==> config.mk <==
export PLATFORM = sky130hd
export DESIGN_NAME = image_header_validator_top
export DESIGN_NICKNAME = d
export VERILOG_FILES = /design/src/sv/ihv_pkg.sv /design/src/sv/image_header_validator_top.sv /design/src/sv/ihv_png.sv /design/src/sv/ihv_jpeg.sv /design/src/sv/ihv_limits.sv
export SDC_FILE = /design/constraint.sdc
export NUM_CORES = 2
export LEC_CHECK = 0
export ABC_AREA = 1
export BUFFER_PORTS_ARGS = -buffer_cell sky130_fd_sc_hd__buf_2
export CAP_MARGIN = 20
export CORE_MARGIN = 4
export CORE_UTILIZATION = 59
export CTS_CLUSTER_SIZE = 30
export DETAILED_ROUTE_END_ITERATION = 10
export PLACE_DENSITY = 0.76
export SLEW_MARGIN = 25
export SYNTH_ARGS = -nofsm -noshare
export SYNTH_HDL_FRONTEND = slang
export SYNTH_SLANG_ARGS = --single-unit
==> constraint.sdc <==
create_clock -name clk -period 8.8 [get_ports clk]
set_input_delay 0.88 -clock clk [delete_from_list [all_inputs] [get_ports clk]]
set_output_delay 0.88 -clock clk [all_outputs]
set_load 0.02 [all_outputs]
==> src/sv/ihv_pkg.sv <==
// Shared types, constants and helper functions of the image header validator.
// Used by every module of the block; depends on nothing.
`timescale 1ns / 1ps
`default_nettype none

package ihv_pkg;

    localparam int BYTE_COUNT_BITS_DEF = 32;

    localparam logic [30:0] MAX_DIMENSION_RESET = 31'd4096;
    localparam logic [61:0] MAX_PIXELS_RESET = 62'd16777216;

    localparam logic [31:0] CRC_POLY = 32'hedb88320;
    localparam logic [31:0] CRC_INIT = 32'hffffffff;

    localparam logic [31:0] TYPE_IHDR = 32'h49484452;
    localparam logic [31:0] TYPE_IDAT = 32'h49444154;
    localparam logic [31:0] TYPE_IEND = 32'h49454e44;
    localparam logic [31:0] IHDR_LENGTH = 32'd13;

    localparam logic [7:0] JPEG_FILL = 8'hff;
    localparam logic [7:0] JPEG_SOI = 8'hd8;
    localparam logic [7:0] JPEG_EOI = 8'hd9;
    localparam logic [7:0] JPEG_SOS = 8'hda;
    localparam logic [7:0] JPEG_TEM = 8'h01;
    localparam logic [7:0] JPEG_RST_FIRST = 8'hd0;
    localparam logic [7:0] JPEG_RST_LAST = 8'hd7;
    localparam logic [7:0] JPEG_SOF_BASE = 8'hc0;
    localparam logic [15:0] SOF_MIN_LENGTH = 16'd7;

    typedef enum logic [1:0] {
        FMT_NONE = 2'd0,
        FMT_PNG  = 2'd1,
        FMT_JPEG = 2'd2
    } format_t;

    typedef enum logic {
        CFG_MAX_DIMENSION = 1'b0,
        CFG_MAX_PIXELS    = 1'b1
    } cfg_index_t;

    typedef enum logic [2:0] {
        PNG_SIG, PNG_LEN, PNG_TYPE, PNG_DATA, PNG_CRC, PNG_HALT
    } png_phase_t;

    typedef enum logic [2:0] {
        JP_START0, JP_START1, JP_MARKER, JP_LEN_HI, JP_LEN_LO, JP_SKIP, JP_SOF, JP_HALT
    } jpeg_phase_t;

    // One accepted byte as seen by the parsers.
    typedef struct packed {
        logic       accept;
        logic       last;
        logic [7:0] data;
    } byte_req_t;

    // Verdict of one parser for the byte being accepted.
    typedef struct packed {
        logic        valid;
        logic [30:0] width;
        logic [30:0] height;
    } dims_t;

    function automatic logic [7:0] png_sig_byte(input logic [2:0] idx);
        logic [7:0] r;
        case (idx)
            3'd0: r = 8'h89;
            3'd1: r = 8'h50;
            3'd2: r = 8'h4e;
            3'd3: r = 8'h47;
            3'd4: r = 8'h0d;
            3'd5: r = 8'h0a;
            3'd6: r = 8'h1a;
            3'd7: r = 8'h0a;
            default: r = 8'h00;
        endcase
        return r;
    endfunction

    function automatic logic [31:0] crc_byte(input logic [31:0] crc_in, input logic [7:0] b);
        logic [31:0] c;
        c = crc_in ^ {24'd0, b};
        for (int k = 0; k < 8; k++)
        begin
            c = (c >> 1) ^ (c[0] ? CRC_POLY : 32'd0);
        end
        return c;
    endfunction

    function automatic logic is_sof(input logic [7:0] m);
        return (m[7:4] == JPEG_SOF_BASE[7:4]) && (m != 8'hc4) && (m != 8'hc8) && (m != 8'hcc);
    endfunction

endpackage

`default_nettype wire

==> src/sv/image_header_validator_top.sv <==
// Image header validator: streams a PNG or JPEG file one byte per request
// and reports the format, dimensions and a limit check on the final byte.
// Input channel: in_valid/in_ready with data_byte and is_last. A file ends
// with the request whose is_last is high; the next request starts a new file.
// Output channel: out_valid/out_ready with format, width, height, accepted;
// exactly one result per file, none for other bytes.
// Throughput: one byte per cycle unless a waiting result stalls the pipeline.
// Both parsers and the CRC-32 update take one byte in the cycle it is accepted.
// After the final byte is accepted, the result passes through the verdict
// register, the width-times-height multiply register and the output register
// before it is presented.
// Configuration: cfg_write_en with cfg_index 0 writes max_dimension, index 1
// writes max_pixels; write only while no file is in flight.
// Reset clears both parsers, empties the pipeline and loads max_dimension
// 4096 and max_pixels 16777216.
// When the receiver holds out_ready low with a result waiting, the whole
// pipeline stalls and in_ready drops until the result is taken.
// Depends on ihv_pkg, ihv_png, ihv_jpeg and ihv_limits.
`timescale 1ns / 1ps
`default_nettype none

module image_header_validator_top
    import ihv_pkg::*;
#(
    parameter int BYTE_COUNT_BITS = BYTE_COUNT_BITS_DEF
)
(
    input  wire logic        clk,
    input  wire logic        rst_n,
    input  wire logic        in_valid,
    output logic             in_ready,
    input  wire logic [7:0]  data_byte,
    input  wire logic        is_last,
    output logic             out_valid,
    input  wire logic        out_ready,
    output logic [1:0]       format,
    output logic [30:0]      width,
    output logic [30:0]      height,
    output logic             accepted,
    input  wire logic        cfg_write_en,
    input  wire logic        cfg_index,
    input  wire logic [61:0] cfg_data
);

    logic                       advance;
    byte_req_t                  req;
    dims_t                      png_verdict;
    dims_t                      jpeg_verdict;
    logic [BYTE_COUNT_BITS-1:0] byte_count_reg, byte_count_next;
    logic [30:0]                max_dimension_reg;
    logic [61:0]                max_pixels_reg;
    format_t                    sel_format;
    logic [30:0]                sel_width;
    logic [30:0]                sel_height;
    format_t                    out_format;

    assign advance = !out_valid || out_ready;
    assign in_ready = advance;

    assign req.accept = in_valid && advance;
    assign req.last = is_last;
    assign req.data = data_byte;

    ihv_png u_png (
        .clk     (clk),
        .rst_n   (rst_n),
        .req     (req),
        .verdict (png_verdict)
    );

    ihv_jpeg u_jpeg (
        .clk     (clk),
        .rst_n   (rst_n),
        .req     (req),
        .verdict (jpeg_verdict)
    );

    // The count saturates; it only feeds the minimum JPEG length check.
    assign byte_count_next = (&byte_count_reg) ? byte_count_reg
                                               : byte_count_reg + BYTE_COUNT_BITS'(1);

    always_ff @(posedge clk or negedge rst_n)
    begin
        if (!rst_n)
        begin
            byte_count_reg <= '0;
        end
        else if (req.accept)
        begin
            byte_count_reg <= is_last ? '0 : byte_count_next;
        end
    end

    always_comb
    begin
        sel_format = FMT_NONE;
        sel_width = 31'd0;
        sel_height = 31'd0;
        if (png_verdict.valid)
        begin
            sel_format = FMT_PNG;
            sel_width = png_verdict.width;
            sel_height = png_verdict.height;
        end
        else if (jpeg_verdict.valid && (byte_count_next >= BYTE_COUNT_BITS'(4)))
        begin
            sel_format = FMT_JPEG;
            sel_width = jpeg_verdict.width;
            sel_height = jpeg_verdict.height;
        end
    end

    always_ff @(posedge clk or negedge rst_n)
    begin
        if (!rst_n)
        begin
            max_dimension_reg <= MAX_DIMENSION_RESET;
            max_pixels_reg <= MAX_PIXELS_RESET;
        end
        else if (cfg_write_en)
        begin
            case (cfg_index_t'(cfg_index))
                CFG_MAX_DIMENSION: max_dimension_reg <= cfg_data[30:0];
                CFG_MAX_PIXELS: max_pixels_reg <= cfg_data;
                default: max_pixels_reg <= max_pixels_reg;
            endcase
        end
    end

    ihv_limits u_limits (
        .clk            (clk),
        .rst_n          (rst_n),
        .advance        (advance),
        .verdict_valid  (req.accept && is_last),
        .verdict_format (sel_format),
        .verdict_width  (sel_width),
        .verdict_height (sel_height),
        .max_dimension  (max_dimension_reg),
        .max_pixels     (max_pixels_reg),
        .out_valid      (out_valid),
        .format         (out_format),
        .width          (width),
        .height         (height),
        .accepted       (accepted)
    );

    assign format = out_format;

`ifndef SYNTHESIS
    a_none_has_no_size: assert property (@(posedge clk) disable iff (!rst_n)
        (out_valid && (format == FMT_NONE)) |-> ((width == 31'd0) && (height == 31'd0)))
        else $error("invalid file reported with nonzero dimensions");

    a_accept_needs_format: assert property (@(posedge clk) disable iff (!rst_n)
        (out_valid && accepted) |-> ((format != FMT_NONE) && (width != 31'd0)
                                     && (height != 31'd0)))
        else $error("accepted result without a valid format and size");

    a_accept_within_limit: assert property (@(posedge clk) disable iff (!rst_n)
        (out_valid && accepted) |-> ((width <= max_dimension_reg)
                                     && (height <= max_dimension_reg)))
        else $error("accepted result exceeds the dimension limit");
`endif

endmodule

`default_nettype wire

==> src/sv/ihv_png.sv <==
// PNG chunk walker with bytewise CRC-32 check.
// Depends on ihv_pkg.
`timescale 1ns / 1ps
`default_nettype none

module ihv_png
    import ihv_pkg::*;
(
    input  wire logic      clk,
    input  wire logic      rst_n,
    input  wire byte_req_t req,
    output dims_t          verdict
);

    png_phase_t  phase_reg, phase_next;
    logic [31:0] counter_reg, counter_next;
    logic [31:0] length_reg, length_next;
    logic [31:0] type_reg, type_next;
    logic [31:0] crc_reg, crc_next;
    logic [31:0] recv_reg, recv_next;
    logic        header_reg, header_next;
    logic        data_reg, data_next;
    logic        end_flag_reg, end_flag_next;
    logic        failed_reg, failed_next;
    logic [63:0] dims_reg, dims_next;

    always_comb
    begin
        logic [7:0]  b;
        logic [31:0] recv_full;
        logic        good;
        b = req.data;
        recv_full = {recv_reg[23:0], b};
        good = 1'b1;
        phase_next = phase_reg;
        counter_next = counter_reg;
        length_next = length_reg;
        type_next = type_reg;
        crc_next = crc_reg;
        recv_next = recv_reg;
        header_next = header_reg;
        data_next = data_reg;
        end_flag_next = end_flag_reg;
        failed_next = failed_reg;
        dims_next = dims_reg;
        case (phase_reg)
            PNG_SIG:
            begin
                if (b != png_sig_byte(counter_reg[2:0]))
                begin
                    failed_next = 1'b1;
                    phase_next = PNG_HALT;
                end
                else if (counter_reg == 32'd7)
                begin
                    phase_next = PNG_LEN;
                    counter_next = 32'd0;
                end
                else
                begin
                    counter_next = counter_reg + 32'd1;
                end
            end
            PNG_LEN:
            begin
                length_next = {length_reg[23:0], b};
                counter_next = counter_reg + 32'd1;
                if (counter_reg == 32'd3)
                begin
                    phase_next = PNG_TYPE;
                    counter_next = 32'd0;
                    type_next = 32'd0;
                    crc_next = CRC_INIT;
                end
            end
            PNG_TYPE:
            begin
                type_next = {type_reg[23:0], b};
                crc_next = crc_byte(crc_reg, b);
                counter_next = counter_reg + 32'd1;
                if (counter_reg == 32'd3)
                begin
                    counter_next = 32'd0;
                    phase_next = (length_reg == 32'd0) ? PNG_CRC : PNG_DATA;
                end
            end
            PNG_DATA:
            begin
                crc_next = crc_byte(crc_reg, b);
                // The first eight data bytes of the header chunk hold width and height.
                if (!header_reg && (counter_reg < 32'd8))
                begin
                    for (int k = 0; k < 8; k++)
                    begin
                        if (counter_reg[2:0] == 3'(k))
                        begin
                            dims_next[8*(7-k) +: 8] = b;
                        end
                    end
                end
                counter_next = counter_reg + 32'd1;
                if (counter_next == length_reg)
                begin
                    phase_next = PNG_CRC;
                    counter_next = 32'd0;
                end
            end
            PNG_CRC:
            begin
                recv_next = recv_full;
                counter_next = counter_reg + 32'd1;
                if (counter_reg == 32'd3)
                begin
                    if ((crc_reg ^ CRC_INIT) != recv_full)
                    begin
                        good = 1'b0;
                    end
                    else if (!header_reg)
                    begin
                        if ((type_reg != TYPE_IHDR) || (length_reg != IHDR_LENGTH)
                            || (dims_reg[63:32] == 32'd0) || (dims_reg[31:0] == 32'd0)
                            || dims_reg[63] || dims_reg[31])
                        begin
                            good = 1'b0;
                        end
                        else
                        begin
                            header_next = 1'b1;
                        end
                    end
                    else if (type_reg == TYPE_IHDR)
                    begin
                        good = 1'b0;
                    end
                    if (good && (type_reg == TYPE_IDAT))
                    begin
                        data_next = 1'b1;
                    end
                    if (good && (type_reg == TYPE_IEND))
                    begin
                        if ((length_reg != 32'd0) || !data_reg)
                        begin
                            good = 1'b0;
                        end
                        else
                        begin
                            end_flag_next = 1'b1;
                            phase_next = PNG_HALT;
                        end
                    end
                    else if (good)
                    begin
                        phase_next = PNG_LEN;
                        counter_next = 32'd0;
                    end
                    if (!good)
                    begin
                        failed_next = 1'b1;
                        phase_next = PNG_HALT;
                    end
                    length_next = 32'd0;
                    recv_next = 32'd0;
                end
            end
            default:
            begin
                failed_next = 1'b1;
            end
        endcase
    end

    always_comb
    begin
        verdict.valid = end_flag_next && !failed_next;
        verdict.width = dims_next[62:32];
        verdict.height = dims_next[30:0];
    end

    always_ff @(posedge clk or negedge rst_n)
    begin
        if (!rst_n)
        begin
            phase_reg <= PNG_SIG;
            counter_reg <= 32'd0;
            length_reg <= 32'd0;
            type_reg <= 32'd0;
            crc_reg <= CRC_INIT;
            recv_reg <= 32'd0;
            header_reg <= 1'b0;
            data_reg <= 1'b0;
            end_flag_reg <= 1'b0;
            failed_reg <= 1'b0;
            dims_reg <= 64'd0;
        end
        else if (req.accept)
        begin
            if (req.last)
            begin
                phase_reg <= PNG_SIG;
                counter_reg <= 32'd0;
                length_reg <= 32'd0;
                type_reg <= 32'd0;
                crc_reg <= CRC_INIT;
                recv_reg <= 32'd0;
                header_reg <= 1'b0;
                data_reg <= 1'b0;
                end_flag_reg <= 1'b0;
                failed_reg <= 1'b0;
                dims_reg <= 64'd0;
            end
            else
            begin
                phase_reg <= phase_next;
                counter_reg <= counter_next;
                length_reg <= length_next;
                type_reg <= type_next;
                crc_reg <= crc_next;
                recv_reg <= recv_next;
                header_reg <= header_next;
                data_reg <= data_next;
                end_flag_reg <= end_flag_next;
                failed_reg <= failed_next;
                dims_reg <= dims_next;
            end
        end
    end

endmodule

`default_nettype wire

==> src/sv/ihv_jpeg.sv <==
// JPEG marker walker that looks for a start-of-frame segment.
// Depends on ihv_pkg.
`timescale 1ns / 1ps
`default_nettype none

module ihv_jpeg
    import ihv_pkg::*;
(
    input  wire logic      clk,
    input  wire logic      rst_n,
    input  wire byte_req_t req,
    output dims_t          verdict
);

    jpeg_phase_t phase_reg, phase_next;
    logic [15:0] count_reg, count_next;
    logic [15:0] length_reg, length_next;
    logic [31:0] dims_reg, dims_next;
    logic        found_reg, found_next;
    logic        complete_reg, complete_next;
    logic        failed_reg, failed_next;
    logic [7:0]  prev_reg;

    always_comb
    begin
        logic [7:0]  b;
        logic [15:0] full_len;
        b = req.data;
        full_len = {length_reg[15:8], b};
        phase_next = phase_reg;
        count_next = count_reg;
        length_next = length_reg;
        dims_next = dims_reg;
        found_next = found_reg;
        complete_next = complete_reg;
        failed_next = failed_reg;
        case (phase_reg)
            JP_START0:
            begin
                if (b != JPEG_FILL)
                begin
                    failed_next = 1'b1;
                    phase_next = JP_HALT;
                end
                else
                begin
                    phase_next = JP_START1;
                end
            end
            JP_START1:
            begin
                if (b != JPEG_SOI)
                begin
                    failed_next = 1'b1;
                    phase_next = JP_HALT;
                end
                else
                begin
                    phase_next = JP_MARKER;
                end
            end
            JP_MARKER:
            begin
                // Fill bytes and standalone markers are skipped.
                if ((b == JPEG_FILL) || (b == 8'h00) || (b == JPEG_SOI) || (b == JPEG_TEM)
                    || ((b >= JPEG_RST_FIRST) && (b <= JPEG_RST_LAST)))
                begin
                    phase_next = JP_MARKER;
                end
                else if ((b == JPEG_EOI) || (b == JPEG_SOS))
                begin
                    failed_next = 1'b1;
                    phase_next = JP_HALT;
                end
                else
                begin
                    found_next = is_sof(b);
                    phase_next = JP_LEN_HI;
                end
            end
            JP_LEN_HI:
            begin
                length_next = {b, 8'd0};
                phase_next = JP_LEN_LO;
            end
            JP_LEN_LO:
            begin
                length_next = full_len;
                count_next = 16'd0;
                if (full_len < 16'd2)
                begin
                    failed_next = 1'b1;
                    phase_next = JP_HALT;
                end
                else if (found_reg)
                begin
                    if (full_len < SOF_MIN_LENGTH)
                    begin
                        failed_next = 1'b1;
                        phase_next = JP_HALT;
                    end
                    else
                    begin
                        phase_next = JP_SOF;
                    end
                end
                else
                begin
                    phase_next = (full_len == 16'd2) ? JP_MARKER : JP_SKIP;
                end
            end
            JP_SKIP:
            begin
                count_next = count_reg + 16'd1;
                if (count_next >= (length_reg - 16'd2))
                begin
                    phase_next = JP_MARKER;
                end
            end
            JP_SOF:
            begin
                // Height comes first in the frame header, then width.
                case (count_reg)
                    16'd1: dims_next[15:8] = b;
                    16'd2: dims_next[7:0] = b;
                    16'd3: dims_next[31:24] = b;
                    16'd4: dims_next[23:16] = b;
                    default: dims_next = dims_reg;
                endcase
                count_next = count_reg + 16'd1;
                if (count_next >= (length_reg - 16'd2))
                begin
                    complete_next = 1'b1;
                    phase_next = JP_HALT;
                end
            end
            default:
            begin
                phase_next = phase_reg;
            end
        endcase
    end

    always_comb
    begin
        verdict.valid = complete_next && !failed_next && (prev_reg == JPEG_FILL)
                        && (req.data == JPEG_EOI) && (dims_next[31:16] != 16'd0)
                        && (dims_next[15:0] != 16'd0);
        verdict.width = {15'd0, dims_next[31:16]};
        verdict.height = {15'd0, dims_next[15:0]};
    end

    always_ff @(posedge clk or negedge rst_n)
    begin
        if (!rst_n)
        begin
            phase_reg <= JP_START0;
            count_reg <= 16'd0;
            length_reg <= 16'd0;
            dims_reg <= 32'd0;
            found_reg <= 1'b0;
            complete_reg <= 1'b0;
            failed_reg <= 1'b0;
            prev_reg <= 8'd0;
        end
        else if (req.accept)
        begin
            if (req.last)
            begin
                phase_reg <= JP_START0;
                count_reg <= 16'd0;
                length_reg <= 16'd0;
                dims_reg <= 32'd0;
                found_reg <= 1'b0;
                complete_reg <= 1'b0;
                failed_reg <= 1'b0;
                prev_reg <= 8'd0;
            end
            else
            begin
                phase_reg <= phase_next;
                count_reg <= count_next;
                length_reg <= length_next;
                dims_reg <= dims_next;
                found_reg <= found_next;
                complete_reg <= complete_next;
                failed_reg <= failed_next;
                prev_reg <= req.data;
            end
        end
    end

endmodule

`default_nettype wire

==> src/sv/ihv_limits.sv <==
// Verdict pipeline: registers the format and dimensions, checks them against
// the configured limits and holds the result for the receiver. Depends on ihv_pkg.
`timescale 1ns / 1ps
`default_nettype none

module ihv_limits
    import ihv_pkg::*;
(
    input  wire logic        clk,
    input  wire logic        rst_n,
    input  wire logic        advance,
    input  wire logic        verdict_valid,
    input  wire format_t     verdict_format,
    input  wire logic [30:0] verdict_width,
    input  wire logic [30:0] verdict_height,
    input  wire logic [30:0] max_dimension,
    input  wire logic [61:0] max_pixels,
    output logic             out_valid,
    output format_t          format,
    output logic [30:0]      width,
    output logic [30:0]      height,
    output logic             accepted
);

    logic        s1_valid_reg;
    format_t     s1_format_reg;
    logic [30:0] s1_width_reg;
    logic [30:0] s1_height_reg;

    logic        s2_valid_reg;
    format_t     s2_format_reg;
    logic [30:0] s2_width_reg;
    logic [30:0] s2_height_reg;
    logic        s2_dim_ok_reg;
    logic [61:0] s2_pixels_reg;

    logic        out_valid_reg;
    format_t     out_format_reg;
    logic [30:0] out_width_reg;
    logic [30:0] out_height_reg;
    logic        out_accepted_reg;

    logic        dim_ok_next;
    logic        accepted_next;

    assign dim_ok_next = (s1_format_reg != FMT_NONE) && (max_dimension != 31'd0)
                         && (s1_width_reg <= max_dimension) && (s1_height_reg <= max_dimension);
    assign accepted_next = s2_dim_ok_reg && (s2_pixels_reg != 62'd0)
                           && (s2_pixels_reg <= max_pixels);

    always_ff @(posedge clk or negedge rst_n)
    begin
        if (!rst_n)
        begin
            s1_valid_reg <= 1'b0;
            s2_valid_reg <= 1'b0;
            out_valid_reg <= 1'b0;
        end
        else if (advance)
        begin
            s1_valid_reg <= verdict_valid;
            s2_valid_reg <= s1_valid_reg;
            out_valid_reg <= s2_valid_reg;
        end
    end

    always_ff @(posedge clk)
    begin
        if (advance)
        begin
            s1_format_reg <= verdict_format;
            s1_width_reg <= verdict_width;
            s1_height_reg <= verdict_height;
            s2_format_reg <= s1_format_reg;
            s2_width_reg <= s1_width_reg;
            s2_height_reg <= s1_height_reg;
            s2_dim_ok_reg <= dim_ok_next;
            s2_pixels_reg <= {31'd0, s1_width_reg} * {31'd0, s1_height_reg};
            out_format_reg <= s2_format_reg;
            out_width_reg <= s2_width_reg;
            out_height_reg <= s2_height_reg;
            out_accepted_reg <= accepted_next;
        end
    end

    assign out_valid = out_valid_reg;
    assign format = out_format_reg;
    assign width = out_width_reg;
    assign height = out_height_reg;
    assign accepted = out_accepted_reg;

endmodule

`default_nettype wire

==> results by group <==
Global route
  – Pin count of the biggest net entering global routing: 171
  – Congestion Overflow GR: 0
  – First-pass GRT wire length: 316 mm
  – Vias in the first global route: 57000
  – Total Routing Usage GR: 0.336
  – Antenna violations before repair: 9

Synthesis
  – Mean Syn Cell Area: 8.29 um^2
  – Area contributors post-synth: fa_1, dfrtp_1, edfxtp_1
  – Gate count of the mapped netlist: 8169
  – Sequential fraction of the synthesis area: 0.273
  – Async set-reset flop share out of synthesis: 0.626
  – Post-synth EDFFs: 256
  – Distinct cells, synth: 68
  – Main synth FF type: dfrtp_1
  – Mapped Area: 67700 um^2
  – Synth area leader: fa_1
  – Register bit count reported by yosys: 685
  – Share of Yosys cell area claimed by the top area cell type: 0.248
  – Ys Warns: 0
  – Syn_nets: 9495

Die
  – Ports: 144
  – Die width: 347 um
  – Cell row count: 123
  – Core area: 113000 um^2
  – Total die area: 120000 um^2
  – Initial cell density of the core: 0.598
  – DIE HEIGHT: 347 um

Critical path
  – CP Capture Type: flip-flop
  – CP max stage delay: 1030 ps
  – Critical path's slowest cell: edfxtp_1
  – Type of the worst setup path: flip-flop to flip-flop
  – Critical path's most frequent cell: fa_1
  – Worst Path Arrival: 8420 ps
  – Worst R2R Start: u_limits.s1_height_reg[16]$_SDFFCE_PN0N_
  – Worst Path Max Fanout: 20
  – Crit start category: flip-flop
  – Reg-to-reg critical path endpoint: u_limits.s2_pixels_reg[44]$_DFFE_PN_
  – FF-to-FF setup slack: 780 ps
  – Critical path buffer and inverter count: 5
  – Worst reg-to-reg path cell count: 24
  – CP top delay family: adder cells
  – CP Data Required Time: 9200 ps
  – Critical-path cell list: buf_4 > nand2_1 > fa_1 > inv_1 > fa_1 > inv_1 > fa_1 > fa_1 > inv_1 > fa_1 > fa_1 > fa_1 > fa_1 > ha_1 > nand2_1 > nor2_1 > inv_1 > nor2_1 > nand4_1 > nand3_1 > a21oi_1 > or2_2 > nand3_1 > nand2_1

Power
  – Reg power frac: 0.310
  – Sw Pwr: 6740 uW
  – Leakage: 0.0398 uW
  – Total power: 15200 uW
  – Max IR drop VDD: 0.270 mV
  – Pint: 8440 uW
  – Switching share of total power: 0.444
  – Pwr dens: 208 nW/um^2
  – Combinational fraction of design power: 0.463
  – Clock share of power: 0.227

CTS
  – Reg clk slew, reported paths: 60 ps
  – Cts repair resizes: 0
  – Setup Fix Bufs, Post-CTS: 0
  – CTS tree: built
  – Longest Clk Path Bufs: 3
  – Num CTS Buffers: 79
  – Clock latency on the worst-skew pair: 690 ps
  – # clock sinks: 685
  – H-tree depth: 3
  – CTS root buffer: clkbuf_16
  – Hold-fix buffers, CTS: 0

Timing
  – Slew @ Worst Pin: 1150 ps
  – Relative slew slack: 0.231
  – Setup_tns: 0 ps
  – FMAX: 125 MHz
  – Clock Skew: 46.9 ps
  – RSZ-0062 raised after global routing: false
  – Fin. Hold Viols: 0
  – Fin crit share: 0.912
  – Crit path time final: 8020 ps
  – Final setup fails: 0
  – Slew Limit Fails: 0
  – Setup ws final: 778 ps

Status
  – Status: completed

Finish
  – P&R area growth vs syn: 7.81%
  – Max FFs per register: 64
  – Fraction of layout instances using a drive strength above 1: 0.0637
  – Commonest non-fill, non-tap cell in the layout: nand2_1
  – Fin util: 0.644
  – Nets: 9543
  – Fin cells: 9784
  – Most frequent cells in the layout: nand2_1, inv_1, fa_1
  – Antenna cells: 0
  – Number of fill cells in the layout: 9533

Route
  – First-pass detailed-route iteration total: 6
  – DRC viols: 0
  – WL final: 201 mm
  – Antenna Violating Nets Remaining: 0
  – Routed WL per cell: 20.5 um
  – First DRT Iteration DRCs: 5125
  – Via count: 55100
  – Via density: 5.63

Flow run
  – Max cap viols: 0

Hold path
  – Worst hold path type: input port to asynchronous set/reset pin

Placement
  – Dpl ws: 849 ps
  – IO buf count: 143
  – GP Congestion: 0.969
  – Dpl hpwl: 157 mm
  – Placed cell count: 9629
## through the flow
step	cell area (um^2)	hold slack [ps]
floorplan	67700	400
finish	73000	168
global placement	70000	401
detailed placement	70100	405
CTS	72800	188
global route	73000	224
## Yosys cell counts (all sizes together) (2+ instances only)
cell type / number
a22oi: 13
or2: 4
o221ai: 3
nor4: 40
xnor2: 47
clkbuf: 269
clkinv: 5
nand4: 77
edfxtp: 256
a21boi: 6
o22ai: 81
nand2: 2027
a31oi: 19
fa: 837
o21bai: 17
or4: 2
nor3: 59
xor2: 161
nor2: 503
ha: 412
nand3: 269
a22o: 44
a21o: 11
o211ai: 10
buf: 54
dfrtp: 395
o2111ai: 2
and3: 4
a21oi: 210
o22a: 2
dfstp: 34
inv: 1860
a211oi: 6
o31ai: 13
o21ai: 384
nor3b: 3
o41ai: 3
a221oi: 6
o21a: 11
## how the worst max path moves through the flow
| stage | from | end | slack (ps) | cells after the start |
|---|---|---|---|---|
| finish | u_limits.s1_height_reg[16]$_SDFFCE_PN0N_ | u_limits.s2_pixels_reg[44]$_DFFE_PN_ | 780 | 24 |
| global route | u_limits.s1_height_reg[16]$_SDFFCE_PN0N_ | u_limits.s2_pixels_reg[43]$_DFFE_PN_ | 530 | 24 |
| CTS | u_limits.s1_height_reg[10]$_DFFE_PN_ | u_limits.s2_pixels_reg[35]$_DFFE_PN_ | 720 | 23 |
| detailed placement | u_limits.s1_height_reg[10]$_DFFE_PN_ | u_limits.s2_pixels_reg[35]$_DFFE_PN_ | 850 | 23 |
| global placement | u_limits.s1_width_reg[11]$_DFFE_PN_ | u_limits.s2_pixels_reg[33]$_DFFE_PN_ | 860 | 23 |
| floorplan | out_ready | u_png.crc_reg[11]$_DFFE_PN1P_ | 940 | 12 |
## worst register-to-register path: stages, from the launching register on
cell	delay, ps
edfxtp_1	1030
buf_4	410
nand2_1	120
fa_1	460
inv_1	70
fa_1	420
inv_1	90
fa_1	440
fa_1	520
inv_1	60
fa_1	570
fa_1	450
fa_1	600
fa_1	470
ha_1	460
nand2_1	140
nor2_1	240
inv_1	100
nor2_1	230
nand4_1	140
nand3_1	180
a21oi_1	120
or2_2	300
nand3_1	70
nand2_1	60
## cells by family (layout without fill, tap and decap cells)
family                   after synthesis  in the layout  share of synthesized area
AND/OR/NAND/NOR                     2991           2991                      0.179
buffers and inverters               2188           2303                      0.123
adder cells (fa/ha/maj)             1249           1249                      0.324
AO/OA/AOI/OAI                        846            846                     0.0717
flip-flops                           685            685                      0.273
XOR/XNOR                             209            209                     0.0289
multiplexers                           1              1                   0.000148
## power groups by stage
stage               clock network, uW  logic, uW  registers [uW]
finish                           3450       7030            4710
global route                     3610       7760            4740
CTS                              3490       6980            4700
detailed placement                  0       6910            4740
global placement                    0       6750            4770
floorplan                           0       4600            4490
## cell type report
cell class / count / area, um^2 / area share
well taps: 1500 / 1880 / 0.0257
multi-input cells: 5296 / 40900 / 0.561
inverters: 1865 / 7010 / 0.0961
flip-flops and latches: 685 / 18500 / 0.253
repair buffers: 290 / 2010 / 0.0275
clock inverters: 34 / 415 / 0.00569
clock buffers: 114 / 2270 / 0.0311
## layer usage
metal / vias to the layer above / part of all wire / track usage
met2: 2356 / 0.49 / 0.568
met3: 693 / 0.072 / 0.0439
met5: - / 0.00013 / 0
met1: 27000 / 0.38 / 0.424
li1: 25000 / - / -
met4: 4 / 0.062 / 0.176
No activity file was read; power rests on OpenSTA's default activity.
